--- src/rtl/core/wmd_pkg.sv ---
`default_nettype none

package wmd_pkg;

   localparam int DEF_WINDOW_SIDE = 5;
   localparam int DEPTH_W         = 16;
   localparam int COORD_W         = 12;
   localparam int LIMIT_W         = 11;
   localparam int CSR_IDX_W       = 8;

   localparam logic [LIMIT_W-1:0] FIRST_LIMIT_RESET  = 11'd480;
   localparam logic [LIMIT_W-1:0] SECOND_LIMIT_RESET = 11'd640;

   localparam logic [CSR_IDX_W-1:0] CSR_FIRST_LIMIT  = 8'd0;
   localparam logic [CSR_IDX_W-1:0] CSR_SECOND_LIMIT = 8'd1;

   typedef enum logic [1:0] {
      ST_LOAD,
      ST_CMP,
      ST_CNT,
      ST_OUT
   } wmd_state_type;

   typedef struct packed {
      logic write_sample;
      logic set_border;
      logic cand_clear;
      logic compare;
      logic cand_next;
      logic set_median;
      logic push_out;
   } wmd_cmd_type;

   typedef struct packed {
      logic last_sample;
      logic border;
      logic hit;
      logic out_free;
   } wmd_status_type;

endpackage

`default_nettype wire

--- src/rtl/core/wmd_datapath.sv ---
`default_nettype none

module wmd_datapath
   import wmd_pkg::*;
#(
   parameter int WINDOW_SIDE = DEF_WINDOW_SIDE
) (
   input  wire logic                 clock,
   input  wire logic                 reset,
   input  wire wmd_cmd_type          cmd,
   output wmd_status_type            status,
   input  wire logic [DEPTH_W-1:0]   req_depth_sample,
   input  wire logic [COORD_W-1:0]   req_centre_first,
   input  wire logic [COORD_W-1:0]   req_centre_second,
   input  wire logic                 rsp_stall,
   output logic                      rsp_valid,
   output logic [DEPTH_W-1:0]        rsp_median_depth,
   output logic                      rsp_border_fallback,
   input  wire logic                 csr_valid,
   input  wire logic [CSR_IDX_W-1:0] csr_index,
   input  wire logic [LIMIT_W-1:0]   csr_wdata
);

   localparam int N     = WINDOW_SIDE * WINDOW_SIDE;
   localparam int IDX_W = $clog2(N);
   localparam int CNT_W = $clog2(N + 1);
   localparam int HALF  = WINDOW_SIDE / 2;
   localparam int K     = N / 2;
   localparam int EXT_W = COORD_W + 2;

   logic [DEPTH_W-1:0] store_ff [N];
   logic [IDX_W-1:0]   cnt_ff, cnt_in;
   logic [IDX_W-1:0]   cand_idx_ff, cand_idx_in;
   logic [DEPTH_W-1:0] cand_ff;
   logic [DEPTH_W-1:0] cand_val;
   logic [N-1:0]       lt_ff, lt_in;
   logic [N-1:0]       le_ff, le_in;
   logic [CNT_W-1:0]   less_cnt, lesseq_cnt;
   logic [DEPTH_W-1:0] res_ff;
   logic               res_border_ff;
   logic               rsp_valid_ff;
   logic [DEPTH_W-1:0] rsp_median_ff;
   logic               rsp_border_ff;
   logic [LIMIT_W-1:0] first_limit_ff, second_limit_ff;

   logic signed [EXT_W-1:0] cf_ext, cs_ext, first_lim_ext, second_lim_ext, half_ext;
   logic                    border_first, border_second;

   // window store: one write per accepted sample
   always_ff @(posedge clock) begin
      if (cmd.write_sample) begin
         store_ff[cnt_ff] <= req_depth_sample;
      end
   end

   assign cnt_in = (cnt_ff == IDX_W'(N - 1)) ? '0 : cnt_ff + 1'b1;

   always_ff @(posedge clock) begin
      if (reset) begin
         cnt_ff      <= '0;
         cand_idx_ff <= '0;
      end else begin
         if (cmd.write_sample) begin
            cnt_ff <= cnt_in;
         end
         cand_idx_ff <= cand_idx_in;
      end
   end

   always_comb begin
      cand_idx_in = cand_idx_ff;
      if (cmd.cand_clear) begin
         cand_idx_in = '0;
      end else if (cmd.cand_next) begin
         cand_idx_in = cand_idx_ff + 1'b1;
      end
   end

   // rank test of one candidate against every stored sample
   assign cand_val = store_ff[cand_idx_ff];

   always_comb begin
      for (int j = 0; j < N; j++) begin
         lt_in[j] = store_ff[j] <  cand_val;
         le_in[j] = store_ff[j] <= cand_val;
      end
   end

   always_ff @(posedge clock) begin
      if (cmd.compare) begin
         lt_ff   <= lt_in;
         le_ff   <= le_in;
         cand_ff <= cand_val;
      end
   end

   assign less_cnt   = CNT_W'($countones(lt_ff));
   assign lesseq_cnt = CNT_W'($countones(le_ff));

   // border test in signed arithmetic wide enough not to wrap
   assign half_ext       = EXT_W'(HALF);
   assign cf_ext         = EXT_W'($signed(req_centre_first));
   assign cs_ext         = EXT_W'($signed(req_centre_second));
   assign first_lim_ext  = $signed({{(EXT_W - LIMIT_W){1'b0}}, first_limit_ff});
   assign second_lim_ext = $signed({{(EXT_W - LIMIT_W){1'b0}}, second_limit_ff});

   assign border_first  = (cf_ext < half_ext) || (cf_ext + half_ext >= first_lim_ext);
   assign border_second = (cs_ext < half_ext) || (cs_ext + half_ext >= second_lim_ext);

   always_ff @(posedge clock) begin
      if (cmd.set_border) begin
         res_ff        <= store_ff[K];
         res_border_ff <= 1'b1;
      end else if (cmd.set_median) begin
         res_ff        <= cand_ff;
         res_border_ff <= 1'b0;
      end
   end

   // output register
   always_ff @(posedge clock) begin
      if (reset) begin
         rsp_valid_ff <= 1'b0;
      end else if (cmd.push_out) begin
         rsp_valid_ff <= 1'b1;
      end else if (!rsp_stall) begin
         rsp_valid_ff <= 1'b0;
      end
   end

   always_ff @(posedge clock) begin
      if (cmd.push_out) begin
         rsp_median_ff <= res_ff;
         rsp_border_ff <= res_border_ff;
      end
   end

   always_ff @(posedge clock) begin
      if (reset) begin
         first_limit_ff  <= FIRST_LIMIT_RESET;
         second_limit_ff <= SECOND_LIMIT_RESET;
      end else if (csr_valid) begin
         unique case (csr_index)
            CSR_FIRST_LIMIT:  first_limit_ff  <= csr_wdata;
            CSR_SECOND_LIMIT: second_limit_ff <= csr_wdata;
            default: ;
         endcase
      end
   end

   assign status.last_sample = (cnt_ff == IDX_W'(N - 1));
   assign status.border      = border_first || border_second;
   assign status.hit         = (less_cnt <= CNT_W'(K)) && (CNT_W'(K) < lesseq_cnt);
   assign status.out_free    = !rsp_valid_ff || !rsp_stall;

   assign rsp_valid           = rsp_valid_ff;
   assign rsp_median_depth    = rsp_median_ff;
   assign rsp_border_fallback = rsp_border_ff;

endmodule

`default_nettype wire

--- src/rtl/core/wmd_ctrl.sv ---
`default_nettype none

module wmd_ctrl
   import wmd_pkg::*;
(
   input  wire logic           clock,
   input  wire logic           reset,
   input  wire logic           req_valid,
   output logic                req_stall,
   input  wire wmd_status_type status,
   output wmd_cmd_type         cmd
);

   wmd_state_type state_ff, state_in;
   logic          accept;

   assign accept = req_valid && (state_ff == ST_LOAD);

   always_ff @(posedge clock) begin
      if (reset) begin
         state_ff <= ST_LOAD;
      end else begin
         state_ff <= state_in;
      end
   end

   always_comb begin
      state_in = state_ff;
      unique case (state_ff)
         ST_LOAD: begin
            if (accept && status.last_sample) begin
               state_in = status.border ? ST_OUT : ST_CMP;
            end
         end
         ST_CMP: state_in = ST_CNT;
         ST_CNT: state_in = status.hit ? ST_OUT : ST_CMP;
         ST_OUT: begin
            if (status.out_free) begin
               state_in = ST_LOAD;
            end
         end
         default: state_in = ST_LOAD;
      endcase
   end

   always_comb begin
      cmd       = '0;
      req_stall = 1'b1;
      unique case (state_ff)
         ST_LOAD: begin
            req_stall        = 1'b0;
            cmd.write_sample = accept;
            cmd.set_border   = accept && status.last_sample && status.border;
            cmd.cand_clear   = accept && status.last_sample;
         end
         ST_CMP: cmd.compare = 1'b1;
         ST_CNT: begin
            cmd.set_median = status.hit;
            cmd.cand_next  = !status.hit;
         end
         ST_OUT: cmd.push_out = status.out_free;
         default: ;
      endcase
   end

endmodule

`default_nettype wire

--- src/rtl/core/window_median_depth.sv ---
// Median filter over a square depth window (5x5 by default).
//
// Input channel (req_*): one depth sample per transaction, window in raster
// order, first coordinate outer. The centre coordinates on the last sample
// of a window are the ones used for the border test.
// Result channel (rsp_*): one transaction per window: the 13th smallest of
// the 25 samples, or the centre sample with rsp_border_fallback set when the
// window crosses the frame border.
// CSR port: index 0 first_coord_limit, index 1 second_coord_limit; always
// ready, other indexes ignored. Write only while the block is idle.
//
// Samples are taken one per cycle while req_stall is low. After the last
// sample the rank search tests one candidate at a time (compare, then
// count), in raster order, until it reaches the first median-valued
// sample; a border window skips the search. req_stall is high from the
// last sample's transaction until the result is in the output register.
// While the receiver stalls, the result holds and the next window is still
// taken; after its last sample the input stalls until the held result leaves.
// Reset clears the sample count, the output valid and restores the limits.
`default_nettype none

module window_median_depth
   import wmd_pkg::*;
#(
   parameter int WINDOW_SIDE = DEF_WINDOW_SIDE
) (
   input  wire logic                 clock,
   input  wire logic                 reset,
   input  wire logic                 req_valid,
   output logic                      req_stall,
   input  wire logic [DEPTH_W-1:0]   req_depth_sample,
   input  wire logic [COORD_W-1:0]   req_centre_first,
   input  wire logic [COORD_W-1:0]   req_centre_second,
   output logic                      rsp_valid,
   input  wire logic                 rsp_stall,
   output logic [DEPTH_W-1:0]        rsp_median_depth,
   output logic                      rsp_border_fallback,
   input  wire logic                 csr_valid,
   output logic                      csr_ready,
   input  wire logic [CSR_IDX_W-1:0] csr_index,
   input  wire logic [LIMIT_W-1:0]   csr_wdata
);

   wmd_cmd_type    cmd;
   wmd_status_type status;

   assign csr_ready = 1'b1;

   wmd_ctrl u_ctrl (
      .clock     (clock),
      .reset     (reset),
      .req_valid (req_valid),
      .req_stall (req_stall),
      .status    (status),
      .cmd       (cmd)
   );

   wmd_datapath #(
      .WINDOW_SIDE (WINDOW_SIDE)
   ) u_datapath (
      .clock               (clock),
      .reset               (reset),
      .cmd                 (cmd),
      .status              (status),
      .req_depth_sample    (req_depth_sample),
      .req_centre_first    (req_centre_first),
      .req_centre_second   (req_centre_second),
      .rsp_stall           (rsp_stall),
      .rsp_valid           (rsp_valid),
      .rsp_median_depth    (rsp_median_depth),
      .rsp_border_fallback (rsp_border_fallback),
      .csr_valid           (csr_valid),
      .csr_index           (csr_index),
      .csr_wdata           (csr_wdata)
   );

endmodule

`default_nettype wire

--- config.mk ---
export PLATFORM = sky130hd
export DESIGN_NAME = window_median_depth
export DESIGN_NICKNAME = d
export VERILOG_FILES = /design/src/rtl/core/wmd_pkg.sv /design/src/rtl/core/wmd_datapath.sv /design/src/rtl/core/wmd_ctrl.sv /design/src/rtl/core/window_median_depth.sv
export SDC_FILE = /design/constraint.sdc
export NUM_CORES = 1
export LEC_CHECK = 0
export BUFFER_PORTS_ARGS = -buffer_cell sky130_fd_sc_hd__clkbuf_2
export CAP_MARGIN = 20
export CORE_ASPECT_RATIO = 1.5
export CORE_MARGIN = 3
export CORE_UTILIZATION = 50
export DETAILED_ROUTE_END_ITERATION = 10
export PLACE_DENSITY = 0.63
export SETUP_SLACK_MARGIN = 0.4
export SYNTH_ARGS = -nofsm -noshare
export SYNTH_HDL_FRONTEND = slang
export SYNTH_HIERARCHICAL = 1
export SYNTH_SLANG_ARGS = --single-unit
--- constraint.sdc ---
create_clock -name clock -period 9 [get_ports clock]
set_input_delay 0.9 -clock clock [delete_from_list [all_inputs] [get_ports clock]]
set_output_delay 0.9 -clock clock [all_outputs]
set_load 0.05 [all_outputs]
==> results by group, run 1 <==
Yosys
  – Yosys warning count: 6
  – Flops & latches, synth: 652
  – Yosys top cell area share: 0.5210
  – Async SR Flop Fraction: 0
  – Avg Cell Area, Syn: 14.29 um2
  – Gate Count Post-Synth: 2465
  – Post-Synthesis Cell Area: 35220 um2
  – Cell accounting for the most synthesized area: edfxtp_1
  – Post-synth EDFFs: 611
  – Ranking of synthesized cells by area: edfxtp_1 52%, ha_1 16%, mux4_2 9.2%
  – Unique masters post-synth: 60
  – Main synth FF type: edfxtp_1
  – Sequential-to-total area share from yosys stat: 0.5443
  – Post-Synthesis Net Count: 3004

Clock network
  – Setup bufs post-CTS: 0
  – CTS tree: done
  – Sink Count: 652
  – Worst-Skew Late Latency: 0.63 ns
  – Total CTS buffers: 66
  – PostCTS Resize Cnt: 0
  – CTS H-tree depth: 3
  – CTS root buf: clkbuf_16
  – Clock buffer depth: 3
  – Clk slew on worst S/H paths: 0.06 ns
  – Quantity of hold-fixing buffers added after cts: 0

Setup path
  – Critical path class: reg2reg
  – Crit. Startpoint: u_datapath/le_ff[13]$_DFFE_PP_
  – Req. time, crit path: 9.24 ns
  – CP arrival: 6.24 ns
  – Reg2reg start: u_datapath/le_ff[13]$_DFFE_PP_
  – Critical path endpoint category: register
  – Startpoint Class: register
  – CP max FO: 16

Global route
  – Vias in the first global route: 23554
  – First-pass GRT wire length: 153.5 mm
  – GRT overflow: 0
  – GR Util All Layers: 0.2875
  – Initial antenna violation count: 2
  – Largest net degree at the start of global routing: 82

Cells and area
  – Layout cell share with drive strength beyond 1: 0.1665
  – Filler Cell Count: 5516
  – Layout Area Growth over Synthesis: 11.45%
  – Fin nets: 3161
  – Layout Cell Area excl Fill: 39250 um2

Timing
  – Final hold slack: 0.4176 ns
  – Final worst path period need: 6.003 ns
  – Final Hold Fails: 0
  – Unrepaired setup endpoints after global routing: false
  – Max-slew violations: 0
  – Max Freq: 166.6 MHz
  – Setup TNS: 0 ns
  – Post-route setup slack: 2.997 ns
  – Worst slew pin tran: 1.090 ns
  – Clock skew: 0.02869 ns
  – Slew margin rel.: 0.2733
  – Period utilization: 0.6670
  – Setup violations, final: 0

Worst hold path
  – Tightest Hold Check Type: reg2reg
  – Hold wc startpoint: u_datapath/res_ff[14]$_DFFE_PP_

Placement
  – RD Place Congestion: 0.9416
  – IO buf count: 82
  – Setup WS pre-CTS: 3.003 ns
  – DP HPWL: 76.00 mm
  – Placed Area: 37070 um2

Job
  – Max Cap Viol: 0

Floorplanning
  – Top Ports: 84
  – Die Ht: 331.0 um
  – Core footprint: 69390 um2
  – Die X: 222.7 um
  – Die area: 73720 um2
  – Rows: 118
  – Initial Utilization: 0.5075

Power
  – Power Dens Cells: 171.2 nW/um2
  – Leak: 14.28 nW
  – Maximum vdd drop: 0.1160 mV

Run status
  – Run status: finished, final reports clean

Routing
  – Drt drc: 0
  – 1st-iter DRT viols: 1800
  – Vias: 22830
  – Wire per inst: 29.78 um
  – DRT antenna net count: 0
  – Via density per instance: 6.390
  – DRT Pass-1 Iters: 5
  – Final wirelength: 106.4 mm
## cells in the final DEF, fill, tap and decap left out, types with 7 or more instances in the layout
master / instances
a211o_1: 10
mux2i_1: 35
ha_1: 439
a211oi_1: 26
clkinv_1: 10
nor2_1: 116
nand4_1: 82
a21oi_1: 161
o21ai_0: 52
mux2_1: 8
o21ai_1: 27
a32oi_1: 15
edfxtp_1: 611
inv_2: 11
xnor2_1: 10
nor3_2: 7
buf_4: 59
mux4_2: 144
o21a_1: 27
nor3_1: 55
fa_1: 36
dfxtp_1: 38
nand3_1: 14
nand2b_1: 22
clkbuf_16: 68
nor2b_1: 54
mux2_2: 8
nand2_1: 132
clkinv_2: 17
o21ai_2: 15
xor2_1: 14
clkbuf_2: 82
o211ai_1: 26
bufinv_16: 7
inv_1: 135
o31ai_1: 25
## Yosys cell counts (36+ instances only)
library cell / n
nor2_1: 116
inv_1: 135
fa_1: 36
mux4_2: 144
a21oi_1: 161
nor3_1: 63
nand4_1: 82
ha_1: 439
edfxtp_1: 611
o21ai_0: 52
dfxtp_1: 41
nand2_1: 132
nor2b_1: 55
## cell families after synthesis
family,synth area share
multiplexers,0.1072
AND/OR/NAND/NOR,0.07266
flip-flops,0.5443
XOR/XNOR,0.005969
AO/OA/AOI/OAI,0.06932
buffers and inverters,0.02402
adder cells (fa/ha/maj),0.1764
other,0.0001065
## stage by stage
stage / std cells / power [mW] / util
4_1_cts: 3571 / 6.767 / 0.5653
6_report: 3573 / 6.720 / 0.5656
3_3_place_gp: 3451 / 3.964 / 0.5337
2_1_floorplan: 2465 / 3.718 / -
3_5_place_dp: 3453 / 3.986 / 0.5342
5_1_grt: 3572 / 6.937 / 0.5655
## per-layer routing
metal  vias to the layer above  part of all wire  track usage
li1                       9977                 -            -
met1                     11566              0.35       0.3243
met2                       985              0.50       0.4965
met3                       302             0.056      0.03448
met4                         0             0.090       0.2275
met5                         -                 0            0
## flip-flops by register name, summed over array words and instances, names as in the netlist, named ones only
| signal | flops |
|---|---|
| u_ctrl/state_ff | 2 |
| u_datapath/cand_ff | 16 |
| u_datapath/cand_idx_ff | 5 |
| u_datapath/cnt_ff | 5 |
| u_datapath/first_limit_ff | 11 |
| u_datapath/le_ff | 25 |
| u_datapath/lt_ff | 25 |
| u_datapath/res_border_ff | 1 |
| u_datapath/res_ff | 16 |
| u_datapath/rsp_border_fallback | 1 |
| u_datapath/rsp_median_depth | 16 |
| u_datapath/rsp_valid | 1 |
| u_datapath/second_limit_ff | 11 |
| u_datapath/store_ff | 512 |
## power by group
part           internal, mW  switching (mW)  leakage (nW)
combinational         0.193           0.397          7.38
clock                  1.59            1.20          1.06
sequential             3.33         0.00959          5.83
total                  5.12            1.60          14.3
## worst paths after layout
path | to | slack [ns] | cells past startpoint
worst max-delay path | u_datapath/res_ff[10]$_DFFE_PP_ | 3.00 | 17
worst min-delay path | u_datapath/rsp_median_depth[14]$_DFFE_PP_ | 0.42 | 0
worst max register to register | u_datapath/res_ff[10]$_DFFE_PP_ | 3.00 | 17
worst min register to register | u_datapath/rsp_median_depth[14]$_DFFE_PP_ | 0.42 | 0
## final cells by class
cell class	instances	area, um2	area share
tap	900	1126	0.02869
multi-input combinational	1610	15290	0.3896
clock inverter	45	442.9	0.01129
timing repair buffer	146	938.4	0.02391
sequential	652	19180	0.4886
inverter	146	548.0	0.01396
antenna	1	2.502	0.00006376
clock buffer	73	1720	0.04384
## worst max-delay path: stages, from the launching register on
cell and delay, ns:
edfxtp_1 0.39, inv_1 0.10, fa_1 0.51, fa_1 0.54, fa_1 0.43, fa_1 0.53
fa_1 0.43, fa_1 0.43, fa_1 0.43, xor2_1 0.19, a211o_1 0.22, a21oi_1 0.13
a211o_1 0.12, nor4bb_2 0.19, buf_4 0.22, inv_1 0.05, nor2_1 0.12, or2_1 0.58
Power figures use the tool's default switching activity.
==> run 2: changes to the inputs <==
--- a/config.mk
+++ b/config.mk
@@ -11,7 +11,7 @@
 export CORE_MARGIN = 3
 export CORE_UTILIZATION = 50
 export DETAILED_ROUTE_END_ITERATION = 10
-export PLACE_DENSITY = 0.63
+export PLACE_DENSITY = 0.66
 export SETUP_SLACK_MARGIN = 0.4
 export SYNTH_ARGS = -nofsm -noshare
 export SYNTH_HDL_FRONTEND = slang
==> constraint.sdc (replaced) <==
create_clock -name clock -period 5.45 [get_ports clock]
set_input_delay 0.545 -clock clock [delete_from_list [all_inputs] [get_ports clock]]
set_output_delay 0.545 -clock clock [all_outputs]
set_load 0.05 [all_outputs]
==> results by group, run 2 (same netlist as run 1, synthesis figures left out) <==
Setup path
  – Critical Path Slowest Stage Cell: fa_2 (was or2_1)
  – Critical path cell sequence: fa_1 -> inv_1 -> fa_1 -> fa_1 -> fa_1 -> fa_1 -> fa_2 -> fa_2 -> a21oi_2 -> a221o_1 -> a211o_1 -> nor4bb_4 -> nor2_2 -> buf_6 -> mux2i_1 -> nor3_2 (was inv_1 -> fa_1 -> fa_1 -> fa_1 -> fa_1 -> fa_1 -> fa_1 -> fa_1 -> xor2_1 -> a211o_1 -> a21oi_1 -> a211o_1 -> nor4bb_2 -> buf_4 -> inv_1 -> nor2_1 -> or2_1)
  – Critical Path Stages: 16 (was 17)
  – Critical path endpoint category: register (unchanged)
  – Critical path class: reg2reg (unchanged)
  – Crit. Startpoint: u_datapath/le_ff[17]$_DFFE_PP_ (was u_datapath/le_ff[13]$_DFFE_PP_)
  – Worst reg2reg path depth: 16 (was 17)
  – CP arrival: 5.85 ns (was 6.24 ns)
  – Buf/Inv on CP: 2 (was 3)
  – Req. time, crit path: 5.93 ns (was 9.24 ns)
  – Startpoint Class: register (unchanged)
  – Crit path largest cell delay: 0.55 ns (was 0.58 ns)
  – CP top delay family: adder cells (unchanged)
  – Worst path most repeated cell: fa_1 (unchanged)
  – Reg2reg setup slack: 0.08 ns (was 3.00 ns)
  – Reg2reg start: u_datapath/le_ff[17]$_DFFE_PP_ (was u_datapath/le_ff[13]$_DFFE_PP_)
  – CP max FO: 4 (was 16)

Worst hold path
  – WHS Path Cells: 2 (was 0)
  – Hold wc startpoint: csr_wdata[7] (was u_datapath/res_ff[14]$_DFFE_PP_)
  – Tightest Hold Check Type: in2reg (was reg2reg)
  – Hold path endpoint: u_datapath/first_limit_ff[7]$_SDFFE_PP1P_ (was u_datapath/rsp_median_depth[14]$_DFFE_PP_)

Cells and area
  – Layout cell share with drive strength beyond 1: 0.1815 (was 0.1665)
  – Most frequent cells in the layout: 611 x edfxtp_1, 439 x ha_1, 159 x a21oi_1, 144 x mux4_2 (was 611 x edfxtp_1, 439 x ha_1, 161 x a21oi_1, 144 x mux4_2, 135 x inv_1)
  – Layout Area Growth over Synthesis: 13.21% (was 11.45%)
  – Area of the multi-input gates: 15400 um2 (was 15290 um2)
  – Largest regs: u_datapath/store_ff: 512 flops, u_datapath/le_ff: 25 flops, u_datapath/lt_ff: 25 flops (unchanged)
  – Max reg flops: 512 (unchanged)
  – Largest reg by FF count: u_datapath/store_ff (unchanged)
  – Fin nets: 3203 (was 3161)
  – Most common cell after layout, fill and taps aside: edfxtp_1 (unchanged)
  – Filler Cell Count: 5435 (was 5516)
  – Fin util: 0.5745 (was 0.5656)
  – Seq. cell area: 19180 um2 (unchanged)

Power
  – Power Total: 11.28 mW (was 6.720 mW)
  – Leak: 14.56 nW (was 14.28 nW)
  – Maximum vdd drop: 0.2992 mV (was 0.1160 mV)
  – Power Dens Cells: 282.8 nW/um2 (was 171.2 nW/um2)

Clock network
  – Clk slew on worst S/H paths: 0.06 ns (about the same)
  – Quantity of hold-fixing buffers added after cts: 0 (unchanged)
  – Worst-Skew Late Latency: 0.63 ns (about the same)
  – Total CTS buffers: 67 (was 66)
  – Clock buffer depth: 3 (unchanged)
  – Sink Count: 652 (unchanged)
  – CTS H-tree depth: 3 (unchanged)
  – CTS tree: done (unchanged)
  – CTS root buf: clkbuf_16 (unchanged)

Routing
  – Via density per instance: 6.363 (was 6.390)
  – DRT antenna net count: 0 (unchanged)
  – Wire per inst: 29.14 um (was 29.78 um)
  – Vias: 23022 (was 22830)
  – Drt drc: 0 (unchanged)
  – DRT Pass-1 Iters: 6 (was 5)
  – Final wirelength: 105.4 mm (was 106.4 mm)
  – 1st-iter DRT viols: 1880 (was 1800)

Run status
  – Run status: finished, final reports clean (unchanged)

Timing
  – Max-slew violations: 0 (unchanged)
  – Setup violations, final: 0 (unchanged)
  – Clock skew: 0.02878 ns (was 0.02869 ns)
  – Final worst path period need: 5.367 ns (was 6.003 ns)
  – Worst slew pin tran: 1.080 ns (was 1.090 ns)
  – Max Freq: 186.3 MHz (was 166.6 MHz)
  – Setup TNS: 0 ns (unchanged)
  – Final Hold Fails: 0 (unchanged)
  – Post-route setup slack: 0.08323 ns (was 2.997 ns)
  – Slew margin rel.: 0.2780 (was 0.2733)
  – Unrepaired setup endpoints after global routing: true (was false)
  – Period utilization: 0.9847 (was 0.6670)

Global route
  – Largest net degree at the start of global routing: 67 (was 82)
  – First-pass GRT wire length: 153.5 mm (unchanged)
  – GRT overflow: 0 (unchanged)
  – GR Util All Layers: 0.2865 (was 0.2875)
  – Initial antenna violation count: 4 (was 2)
  – Vias in the first global route: 24266 (was 23554)

Floorplanning
  – Die area: 73720 um2 (unchanged)
  – Rows: 118 (unchanged)
  – Die X: 222.7 um (unchanged)
  – Top Ports: 84 (unchanged)
  – Initial Utilization: 0.5075 (unchanged)
  – Die Ht: 331.0 um (unchanged)
  – Core footprint: 69390 um2 (unchanged)

Placement
  – RD Place Congestion: 0.9373 (was 0.9416)
  – DP HPWL: 77.12 mm (was 76.00 mm)
  – IO buf count: 82 (unchanged)
  – Setup WS pre-CTS: -0.03143 ns (was 3.003 ns)

Job
  – Max Cap Viol: 0 (unchanged)
==> run 2: cell count changes in the layout (fill, tap and decap cells not counted), moves of 5 or more <==
cell / delta
clkinv_1: +5
clkinv_2: -12
buf_4: +29
clkbuf_1: +10
buf_12: +13
==> run 2: power by group <==
| group | total [mW] | switching [mW] | leakage (nW) | internal [mW] |
|---|---|---|---|---|
| Combinational | 1.03 | 0.672 | 7.64 | 0.358 |
| Clock | 4.72 | 1.95 | 1.08 | 2.77 |
| Sequential | 5.52 | 0.0169 | 5.83 | 5.50 |
| Total | 11.3 | 2.64 | 14.6 | 8.63 |
==> run 2: timing repair <==
action                     CTS  global route
resized for setup            5            13
gates cloned                 1             0
setup buffers                1             0
pin swaps                    9             4
setup endpoints to repair   28            31
==> run 2: routing by layer <==
metal / track usage / up-vias / routed length [um] / share of wire
li1: - / 10080 / - / -
met1: 0.3139 / 11577 / 36960 / 0.35
met2: 0.4979 / 1026 / 52340 / 0.50
met3: 0.04553 / 337 / 6465 / 0.061
met4: 0.2242 / 2 / 9663 / 0.092
met5: 0 / - / 11 / 0.00010
==> run 2: cell type report <==
type	instances	area share
flip-flops and latches	652	0.4810
clock buffers	85	0.04507
multi-input cells	1611	0.3863
well taps	900	0.02825
diodes	2	0.0001255
clock inverters	36	0.01080
inverters	146	0.01375
repair buffers	186	0.03468
==> run 2: per-stage QoR <==
step,area [um2],std cells,hold WS (ns)
floorplan,35240,2465,0.4003
global placement,37550,3492,0.4008
detailed placement,37550,3493,0.4045
CTS,39810,3616,0.1486
global route,39870,3617,0.1725
finish,39870,3618,0.1703
==> run 2: worst max path at each step <==
| stage | end | slack [ns] |
|---|---|---|
| floorplan | register | 0.30 |
| global placement | u_datapath/res_ff[13]$_DFFE_PP_ | 0.06 |
| detailed placement | u_datapath/res_ff[12]$_DFFE_PP_ | -0.03 |
| CTS | register | 0.04 |
| global route | u_datapath/cand_idx_ff[3]$_SDFFE_PP0P_ | -0.11 |
| finish | register | 0.08 |
